`config.mk`:
```
export PLATFORM = sky130hd
export DESIGN_NAME = go_back_n_sender_window_core
export DESIGN_NICKNAME = d
export VERILOG_FILES = /design/src/rtl/gbns_pkg.sv /design/src/rtl/go_back_n_sender_window_core.sv
export SDC_FILE = /design/constraint.sdc
export NUM_CORES = 1
export LEC_CHECK = 0
export BUFFER_PORTS_ARGS = -buffer_cell sky130_fd_sc_hd__buf_2
export CORE_MARGIN = 2
export CORE_UTILIZATION = 54
export CTS_CLUSTER_SIZE = 28
export DETAILED_ROUTE_END_ITERATION = 10
export PLACE_DENSITY = 0.78
export REMOVE_ABC_BUFFERS = 1
export SYNTH_ARGS = -nofsm -noshare
export SYNTH_HDL_FRONTEND = slang
export SYNTH_SLANG_ARGS = --single-unit
```
`constraint.sdc`:
```
create_clock -name clock -period 3.8 [get_ports clock]
set_input_delay 0.95 -clock clock [delete_from_list [all_inputs] [get_ports clock]]
set_output_delay 0.95 -clock clock [all_outputs]
set_load 0.03 [all_outputs]
```
`src/rtl/gbns_pkg.sv`:
```
`timescale 1ns / 1ps

package gbns_pkg;

   localparam int WINDOW_DEF   = 4;
   localparam int SEQ_BITS_DEF = 8;
   localparam int TIMEOUT_W    = 16;

   localparam logic [TIMEOUT_W-1:0] TIMEOUT_RESET = 16'd2;

   localparam logic [1:0] OP_TICK    = 2'd0;
   localparam logic [1:0] OP_ACK     = 2'd1;
   localparam logic [1:0] OP_PAYLOAD = 2'd2;

   typedef struct packed {
      logic [1:0] opcode;
      logic [7:0] ack_seq;
      logic [7:0] payload;
   } req_type;

   typedef struct packed {
      logic       send_valid;
      logic [7:0] send_seq;
      logic [7:0] send_byte;
      logic       is_resend;
      logic       accepted;
      logic [4:0] in_flight;
      logic       last;
   } rsp_type;

endpackage

```
`src/rtl/go_back_n_sender_window_core.sv`:
```
`timescale 1ns / 1ps

// Channel     Handshake                    Payload
// request     start, busy (taken: !busy)   req_data  (gbns_pkg::req_type)
// response    rsp_valid strobe             rsp_data  (gbns_pkg::rsp_type)
// csr         csr_valid, csr_ready         csr_data  (timeout_ticks, 16 bits)
//
// A payload, an ack outside the window, a tick with nothing to resend and opcode 3
// each give one result in the cycle after start; busy stays low.
// An accepted ack releases one entry per cycle as the base slides, then gives one result.
// An expiring tick with unacked entries examines one slot per cycle from the base up to
// the last unacked one, giving one resend per unacked entry.
// Reset empties the window, clears the idle count and sets the timeout to 2.
module go_back_n_sender_window_core #(
   parameter int WINDOW   = gbns_pkg::WINDOW_DEF,
   parameter int SEQ_BITS = gbns_pkg::SEQ_BITS_DEF
) (
   input  logic                           clock,
   input  logic                           reset,
   input  logic                           start,
   input  gbns_pkg::req_type              req_data,
   output logic                           busy,
   output logic                           rsp_valid,
   output gbns_pkg::rsp_type              rsp_data,
   input  logic                           csr_valid,
   output logic                           csr_ready,
   input  logic [gbns_pkg::TIMEOUT_W-1:0] csr_data
);

   localparam int IDX_W = (WINDOW > 1) ? $clog2(WINDOW) : 1;
   localparam int CNT_W = $clog2(WINDOW + 1);
   localparam int TW    = gbns_pkg::TIMEOUT_W;

   localparam logic [1:0] ST_IDLE   = 2'd0;
   localparam logic [1:0] ST_SLIDE  = 2'd1;
   localparam logic [1:0] ST_RESEND = 2'd2;

   logic [1:0]          state_ff,   state_in;
   logic [SEQ_BITS-1:0] base_ff,    base_in;
   logic [IDX_W-1:0]    head_ff,    head_in;
   logic [CNT_W-1:0]    cnt_ff,     cnt_in;
   logic [CNT_W-1:0]    ackc_ff,    ackc_in;
   logic [WINDOW-1:0]   mark_ff,    mark_in;
   logic [TW-1:0]       idle_ff,    idle_in;
   logic [TW-1:0]       timeout_ff;
   logic [IDX_W-1:0]    ptr_ff,     ptr_in;
   logic [CNT_W-1:0]    off_ff,     off_in;
   logic [CNT_W-1:0]    rem_ff,     rem_in;
   logic                rsp_valid_ff, rsp_valid_in;
   gbns_pkg::rsp_type   rsp_ff,     rsp_in;
   logic [7:0]          pay_ff [WINDOW];

   logic                pay_we;
   logic [IDX_W-1:0]    pay_wa;
   logic [7:0]          pay_wd;

   logic [SEQ_BITS-1:0] ack_off;
   logic [IDX_W-1:0]    ack_idx;
   logic [IDX_W-1:0]    tail_idx;
   logic [TW-1:0]       idle_nx;
   logic [CNT_W-1:0]    unacked;
   logic [SEQ_BITS-1:0] resend_seq;
   logic [SEQ_BITS-1:0] send_seq;

   function automatic logic [IDX_W-1:0] wrap_idx(input logic [IDX_W:0] sum);
      logic [IDX_W:0] red;
      red = (sum >= (IDX_W + 1)'(WINDOW)) ? sum - (IDX_W + 1)'(WINDOW) : sum;
      return red[IDX_W-1:0];
   endfunction

   assign ack_off    = SEQ_BITS'(req_data.ack_seq) - base_ff;
   assign ack_idx    = wrap_idx({1'b0, head_ff} + (IDX_W + 1)'(ack_off));
   assign tail_idx   = wrap_idx({1'b0, head_ff} + (IDX_W + 1)'(cnt_ff));
   assign idle_nx    = (idle_ff == {TW{1'b1}}) ? idle_ff : idle_ff + TW'(1);
   assign unacked    = cnt_ff - ackc_ff;
   assign resend_seq = base_ff + SEQ_BITS'(off_ff);
   assign send_seq   = base_ff + SEQ_BITS'(cnt_ff);

   assign busy      = (state_ff != ST_IDLE);
   assign rsp_valid = rsp_valid_ff;
   assign rsp_data  = rsp_ff;
   assign csr_ready = 1'b1;

   always_comb begin
      state_in     = state_ff;
      base_in      = base_ff;
      head_in      = head_ff;
      cnt_in       = cnt_ff;
      ackc_in      = ackc_ff;
      mark_in      = mark_ff;
      idle_in      = idle_ff;
      ptr_in       = ptr_ff;
      off_in       = off_ff;
      rem_in       = rem_ff;
      rsp_valid_in = 1'b0;
      rsp_in       = '0;
      pay_we       = 1'b0;
      pay_wa       = tail_idx;
      pay_wd       = req_data.payload;
      case (state_ff)
         ST_IDLE: begin
            if (start) begin
               case (req_data.opcode)
                  gbns_pkg::OP_PAYLOAD: begin
                     rsp_valid_in     = 1'b1;
                     rsp_in.last      = 1'b1;
                     rsp_in.in_flight = 5'(cnt_ff);
                     if (cnt_ff < CNT_W'(WINDOW)) begin
                        pay_we            = 1'b1;
                        mark_in[tail_idx] = 1'b0;
                        cnt_in            = cnt_ff + CNT_W'(1);
                        idle_in           = '0;
                        rsp_in.send_valid = 1'b1;
                        rsp_in.send_seq   = 8'(send_seq);
                        rsp_in.send_byte  = req_data.payload;
                        rsp_in.accepted   = 1'b1;
                        rsp_in.in_flight  = 5'(cnt_ff + CNT_W'(1));
                     end
                  end
                  gbns_pkg::OP_ACK: begin
                     if (ack_off < SEQ_BITS'(cnt_ff)) begin
                        idle_in = '0;
                        if (!mark_ff[ack_idx]) begin
                           mark_in[ack_idx] = 1'b1;
                           ackc_in          = ackc_ff + CNT_W'(1);
                        end
                        state_in = ST_SLIDE;
                     end else begin
                        rsp_valid_in     = 1'b1;
                        rsp_in.last      = 1'b1;
                        rsp_in.in_flight = 5'(cnt_ff);
                     end
                  end
                  gbns_pkg::OP_TICK: begin
                     if (idle_nx >= timeout_ff) begin
                        idle_in = '0;
                        if (unacked == '0) begin
                           rsp_valid_in     = 1'b1;
                           rsp_in.last      = 1'b1;
                           rsp_in.in_flight = 5'(cnt_ff);
                        end else begin
                           rem_in   = unacked;
                           ptr_in   = head_ff;
                           off_in   = '0;
                           state_in = ST_RESEND;
                        end
                     end else begin
                        idle_in          = idle_nx;
                        rsp_valid_in     = 1'b1;
                        rsp_in.last      = 1'b1;
                        rsp_in.in_flight = 5'(cnt_ff);
                     end
                  end
                  default: begin
                     rsp_valid_in     = 1'b1;
                     rsp_in.last      = 1'b1;
                     rsp_in.in_flight = 5'(cnt_ff);
                  end
               endcase
            end
         end
         ST_SLIDE: begin
            if ((cnt_ff != '0) && mark_ff[head_ff]) begin
               mark_in[head_ff] = 1'b0;
               head_in          = wrap_idx({1'b0, head_ff} + (IDX_W + 1)'(1));
               base_in          = base_ff + SEQ_BITS'(1);
               cnt_in           = cnt_ff - CNT_W'(1);
               ackc_in          = ackc_ff - CNT_W'(1);
            end else begin
               rsp_valid_in     = 1'b1;
               rsp_in.last      = 1'b1;
               rsp_in.in_flight = 5'(cnt_ff);
               state_in         = ST_IDLE;
            end
         end
         ST_RESEND: begin
            if (!mark_ff[ptr_ff]) begin
               rsp_valid_in      = 1'b1;
               rsp_in.send_valid = 1'b1;
               rsp_in.send_seq   = 8'(resend_seq);
               rsp_in.send_byte  = pay_ff[ptr_ff];
               rsp_in.is_resend  = 1'b1;
               rsp_in.in_flight  = 5'(cnt_ff);
               rsp_in.last       = (rem_ff == CNT_W'(1));
               rem_in            = rem_ff - CNT_W'(1);
               if (rem_ff == CNT_W'(1)) begin
                  state_in = ST_IDLE;
               end
            end
            ptr_in = wrap_idx({1'b0, ptr_ff} + (IDX_W + 1)'(1));
            off_in = off_ff + CNT_W'(1);
         end
         default: begin
            state_in = ST_IDLE;
         end
      endcase
   end

   always_ff @(posedge clock) begin
      if (reset) begin
         state_ff     <= ST_IDLE;
         base_ff      <= '0;
         head_ff      <= '0;
         cnt_ff       <= '0;
         ackc_ff      <= '0;
         mark_ff      <= '0;
         idle_ff      <= '0;
         timeout_ff   <= gbns_pkg::TIMEOUT_RESET;
         ptr_ff       <= '0;
         off_ff       <= '0;
         rem_ff       <= '0;
         rsp_valid_ff <= 1'b0;
      end else begin
         state_ff     <= state_in;
         base_ff      <= base_in;
         head_ff      <= head_in;
         cnt_ff       <= cnt_in;
         ackc_ff      <= ackc_in;
         mark_ff      <= mark_in;
         idle_ff      <= idle_in;
         ptr_ff       <= ptr_in;
         off_ff       <= off_in;
         rem_ff       <= rem_in;
         rsp_valid_ff <= rsp_valid_in;
         if (csr_valid && csr_ready) begin
            timeout_ff <= csr_data;
         end
      end
   end

   always_ff @(posedge clock) begin
      rsp_ff <= rsp_in;
      if (pay_we) begin
         pay_ff[pay_wa] <= pay_wd;
      end
   end

   a_cnt_bound: assert property (@(posedge clock) disable iff (reset)
      cnt_ff <= CNT_W'(WINDOW))
      else $error("outstanding count exceeds window");

   a_ackc_bound: assert property (@(posedge clock) disable iff (reset)
      ackc_ff <= cnt_ff)
      else $error("acked count exceeds outstanding count");

   a_resend_kind: assert property (@(posedge clock) disable iff (reset)
      rsp_valid && rsp_data.is_resend |-> rsp_data.send_valid && !rsp_data.accepted)
      else $error("resend result malformed");

   a_start_progress: assert property (@(posedge clock) disable iff (reset)
      start && !busy |=> rsp_valid || busy)
      else $error("accepted transaction produced no activity");

endmodule
```
[Yosys cells after proc, flatten, opt, wreduce, memory -nomap -nowiden]
Memories as Yosys holds them, arrays and structs flattened. A register that Yosys moved wholly into a read port is not among the register bits.
Index checks and enable logic that the tools add are counted.
Word-level totals
  register bits: 88
  latch bits: 0
  RAM bits: 32
  ROM bits: 0
  input port bits: 38
  memories: 1
Memory list
  pay_ff: words 4, bits a word 8, rd ports 1, clocked after memory_dff 1, write ports 1, RTL line go_back_n_sender_window_core.sv:51  | logic [7:0] pay_ff [WINDOW];
Cells by class
  add/subtract/negate cells: 21
  multiply operators: 0
  divide/modulo/power cells: 0
  $lt $le $gt $ge: 14
  equality and inequality tests: 28
  shifts and indexed selects: 0
  mux-type cells: 94
  bitwise gates (word level): 5
  reductions and logical operators: 21
Operators by type and width (number)
  two-way mux 16 bit: 4
  two-way mux 3 bit: 18
  two-way mux 17 bit: 3
  one-hot mux 16 bit (3 select lines): 1
  two-way mux 4 bit: 9
  one-hot mux 6 bit (3 select lines): 2
  two-way mux 2 bit: 17
  one-hot mux 17 bit (2 select lines): 1
  inequality test 2 bit (second input constant): 12
  one-hot mux 3 bit (2 select lines): 4
  two-way mux 1 bit: 18
  two-way mux 18 bit: 1
  two-way mux 6 bit: 3
  adder 16 x 1 -> 16 bit (second input constant): 1
  adder 8 x 3 -> 8 bit: 2
  equality test 16 bit (second input constant): 1
  greater-or-equal comparator 16 bit: 1
  one-hot mux 4 bit (2 select lines): 2
  inequality test 3 bit (second input constant): 5
  AND reduction 5 bit: 3
  greater-or-equal comparator 3 bit (second input constant): 4
  < comparator 2 x 3 -> 1 bit (second input constant): 4
  AND reduction 6 bit: 2
  adder 3 x 1 -> 3 bit (second input constant): 3
  34 further kinds: 62

[Depth between registers and ports, before layout]
  word-level depth: 14
  gate-level depth with buffers: 16
  gate-level depth less buffers: 15

[Least setup slack after synthesis]
Ideal clock, no wire load.
  kind: register -> register
  start: register idle_ff[0]
  end: register idle_ff[5]
  setup time: 0.091 ns
  data arrival time: 3.610 ns
  data required time: 3.709 ns
  setup slack: 0.099 ns
  stages on the path, launching flop included: 15
  path buffers: 1
  clock period less this slack: 3.701 ns
  cells stage by stage: dfxtp_1 -> ha_1 -> nand3_1 -> nor4_2 -> nand2_1 -> mux2_2 -> ha_1 -> nor2b_1 -> o211a_1 -> o311ai_1 -> a21oi_1 -> nor4b_2 -> buf_2 -> a31oi_1 -> a311oi_1
Between the ends
  longest elaborated chain between the ends: 5
RTL lines
  from (decl): RTL line go_back_n_sender_window_core.sv:44  | logic [TW-1:0] idle_ff, idle_in;
  from (signal assigned): RTL line go_back_n_sender_window_core.sv:220  | idle_ff <= idle_in;
  adder 16 x 1 -> 16 bit / equality test 16 bit (equally long branches): RTL line go_back_n_sender_window_core.sv:74  | assign idle_nx = (idle_ff == {TW{1'b1}}) ? idle_ff : idle_ff + TW'(1);
  two-way mux 16 bit *: RTL line go_back_n_sender_window_core.sv:74
  greater-or-equal comparator 16 bit: RTL line go_back_n_sender_window_core.sv:135  | if (idle_nx >= timeout_ff) begin
  two-way mux 16 bit *: RTL line go_back_n_sender_window_core.sv:135
  one-hot mux 16 bit (3 select lines) *: RTL line go_back_n_sender_window_core.sv:103  | case (req_data.opcode)
Mark *: on every way between the ends. The rest lies on a longest branch, timed or not.
A chain may end at the register's enable or synchronous reset.

[Worst setup path in the final report]
  start: register idle_ff[8]
  end: register idle_ff[9]
The elaborated chain is that of the path after synthesis.

==> out/summary.json <==
{
  "syn_area_um2": 6608,
  "post-route-period-util_pct": 94.30,
  "cts_max_path_buffers": 2,
  "peakVddDrop_mv": 0.2410,
  "regToRegSetupSlack_ns": 0.22,
  "status": "complete, no violations",
  "synth_sequential_area_ratio_pct": 41.51,
  "timing_max_transition_violations_final": 0,
  "worst_ep_required_time_ns": 4.11,
  "ys_async_sr_fraction_pct": 0,
  "clock_tree_from_tritoncts": "done",
  "fin_nets": 835,
  "p_leak_nw": 3.133,
  "grt_overflow_total": 0,
  "synth_top_cell_by_area": "sky130_fd_sc_hd__dfxtp_1",
  "die_footprint_um2": 13140,
  "dominantRegCellSynth": "sky130_fd_sc_hd__dfxtp_1",
  "die_w_um": 114.6,
  "cts_root_buf": "sky130_fd_sc_hd__clkbuf_16",
  "setup_total_negative_slack_ns": 0,
  "final_cells": 906,
  "worst_hold_endpoint": "rem_ff[1]$_SDFFE_PP0P_",
  "cp_data_arrival_time_ns": 3.90,
  "worstPathMaxFanout": 24,
  "first_iter_violations": 546,
  "layout.core_utilization_pct": 63.96,
  "ys_warn_count": 0,
  "timing.critical_path.to_type": "flip-flop",
  "ios": 66,
  "worstSetupPathType": "reg -> reg",
  "totalPowerFinal_mw": 3.051,
  "post_synth_edffs": 32,
  "number_of_max_cap_violations": 0,
  "avgViaCountPerCell": 6.006,
  "numCtsBuffers": 17,
  "postLayoutSetupSlackWorst_ns": 0.2167,
  "routabilityCongestion": 0.9160,
  "skew_ns": 0.008596,
  "postSynthAreaPerCell_um2": 9.717,
  "power-per-cell-area_nw_per_um2": 398.7,
  "placed_cells": 874,
  "clock_sink_count": 121,
  "maximum_number_of_pins_on_one_net_before_global_route_repair": 35,
  "synth.top_cells.by_count": "89 x sky130_fd_sc_hd__dfxtp_1, 60 x sky130_fd_sc_hd__nor2_1, 50 x sky130_fd_sc_hd__nand2_1",
  "number_of_standard_cells_after_synthesis": 680,
  "hold_path.startpoint": "rem_ff[1]$_SDFFE_PP0P_",
  "timing.final.hold_violations": 0,
  "routed_wl_um": 15060,
  "die-height_um": 114.6,
  "cts_htree_levels": 4,
  "starting_density_of_the_core_pct": 55.24,
  "timing.reg2reg.worst_path_depth": 13,
  "antenna_violations_before_repair": 0,
  "synthDominantCellAreaShare_pct": 26.96,
  "cp-start-kind": "flip-flop",
  "min-delay-path-class": "reg -> reg",
  "post-route-drc-count": 0,
  "yosysUniqueCellTypes": 71,
  "dp_hpwl_um": 10970,
  "yosys.cell_count.top_type": "sky130_fd_sc_hd__dfxtp_1",
  "coreArea_um2": 11960,
  "clk-insertion-delay-late_ns": 0.42,
  "port_buffers": 63,
  "routedWlPerCell_um": 16.62,
  "drive_gt1_share_pct": 17.92,
  "layout-area-overhead-vs-synth_pct": 15.79,
  "rr_endpoint": "idle_ff[9]$_SDFFE_PP0P_",
  "setup_viol_count_final": 0,
  "dr_vias": 5441,
  "timing.fmax_mhz": 279.1,
  "antenna_cells_inserted": 0,
  "placement_rows": 40,
  "synth_area_leaders": "sky130_fd_sc_hd__dfxtp_1 27%, sky130_fd_sc_hd__edfxtp_1 15%, sky130_fd_sc_hd__ha_1 8.5%, sky130_fd_sc_hd__mux4_2 3.7%, sky130_fd_sc_hd__nor2_1 3.4%",
  "first_pass_grt_wire_length_um": 24470,
  "max_slew.worst_pin.slew_ns": 0.7024,
  "yosys_register_bits": 121,
  "all_layer_global_routing_usage_pct": 23.75,
  "layout_min_cycle_time_ns": 3.583,
  "drt.antenna.violating_nets": 0,
  "relative_max_transition_margin_pct": 53.08,
  "hold_path_depth": 2,
  "drt_pre_antenna_iters": 6,
  "pre_cts_ws_ns": 0.02461,
  "first_global_vias": 5149,
  "clk_pin_slew_worst_paths_ns": 0.06,
  "r2r_start": "idle_ff[8]$_SDFFE_PP0P_"
}
[registers in the layout (all words and copies together) (netlist names), named ones only]
register and cells:
idle_ff 16, pay_ff 32, mark_ff 4, rsp_valid 1, ackc_ff 3, rem_ff 3
head_ff 2, rsp_data 24, timeout_ff 16, ptr_ff 2, off_ff 3, cnt_ff 3
base_ff 8, state_ff 2
[worst max-delay path by stage]
stage / start / endpoint / slack, ns / depth (start not counted)
floorplan: idle_ff[0]$_SDFFE_PP0P_ / idle_ff[5]$_SDFFE_PP0P_ / -0.46 / 13
finish: idle_ff[8]$_SDFFE_PP0P_ / idle_ff[9]$_SDFFE_PP0P_ / 0.22 / 13
CTS: idle_ff[1]$_SDFFE_PP0P_ / off_ff[2]$_SDFFE_PP0N_ / 0.11 / 14
global placement: req_data[8] / ackc_ff[1]$_SDFFE_PP0P_ / 0.12 / 11
global route: idle_ff[8]$_SDFFE_PP0P_ / idle_ff[5]$_SDFFE_PP0P_ / -0.04 / 13
detailed placement: req_data[8] / ackc_ff[0]$_SDFFE_PP0P_ / 0.02 / 13
[repair_timing]
item	CTS	global route
endpoints found under the setup margin	0	12
buffers inserted	0	0
hold buffers	0	0
gates resized for setup	0	6
[worst max-delay path, stage by stage, from the launching register on]
cell and delay, ns:
sky130_fd_sc_hd__dfxtp_1 0.41, sky130_fd_sc_hd__nand4_1 0.24, sky130_fd_sc_hd__nor4_4 0.32, sky130_fd_sc_hd__nand2_1 0.13, sky130_fd_sc_hd__mux2_2 0.32, sky130_fd_sc_hd__ha_1 0.29
sky130_fd_sc_hd__nor2b_1 0.13, sky130_fd_sc_hd__o211a_1 0.21, sky130_fd_sc_hd__o311ai_1 0.32, sky130_fd_sc_hd__a21oi_2 0.16, sky130_fd_sc_hd__nor4b_2 0.32, sky130_fd_sc_hd__buf_6 0.24
sky130_fd_sc_hd__a21oi_1 0.09, sky130_fd_sc_hd__a311oi_1 0.28
[cell usage in the layout, fill, tap and decap left out, types with 18 or more instances in the layout]
master,synthesis,layout
sky130_fd_sc_hd__mux2i_1,18,18
sky130_fd_sc_hd__a21oi_1,41,40
sky130_fd_sc_hd__nand2_1,50,50
sky130_fd_sc_hd__edfxtp_1,32,32
sky130_fd_sc_hd__dfxtp_1,89,89
sky130_fd_sc_hd__ha_1,45,45
sky130_fd_sc_hd__inv_1,46,46
sky130_fd_sc_hd__o21ai_0,20,19
sky130_fd_sc_hd__xnor2_1,25,25
sky130_fd_sc_hd__buf_2,4,63
sky130_fd_sc_hd__nor2_1,60,60
[area by class of cell]
type / count / area, µm²
clock buffer: 18 / 429.2
timing repair buffer: 78 / 431.7
fill: 933 / 4310
clock inverter: 14 / 113.9
sequential: 121 / 2743
inverter: 49 / 183.9
tap: 147 / 183.9
multi-input combinational: 479 / 3566
[where the power goes]
| group | internal (mW) | switching, mW |
|---|---|---|
| sequential | 1.35 | 0.0147 |
| combinational | 0.0898 | 0.148 |
| clock | 0.843 | 0.607 |
| total | 2.28 | 0.770 |
[metrics by stage]
stage          area (µm²)  hold slack (ns)
2_1_floorplan        6471           0.4375
3_3_place_gp         7083           0.4547
3_5_place_dp         7083           0.4743
4_1_cts              7626           0.4826
5_1_grt              7651           0.5198
6_report             7651           0.4807
[logic make-up after synthesis]
group / count (synthesis) / synth area share [%]
compound gates: 164 / 16.93
other cells: 2 / 0.1137
fa+ha+maj: 51 / 10.34
buf+inv: 81 / 4.904
mux: 33 / 7.158
flops: 121 / 41.51
simple gates: 194 / 14.33
xor+xnor: 34 / 4.715
[routing by layer]
layer / track usage (%) / part of all wire [%] / vias to the layer above
met5: 0 / 0 / -
li1: - / - / 2609
met3: 5.135 / 5.3 / 26
met1: 30.40 / 43 / 2628
met4: 9.756 / 2.1 / 0
met2: 39.09 / 49 / 178
Note: power is estimated with default switching activity, not from simulation.
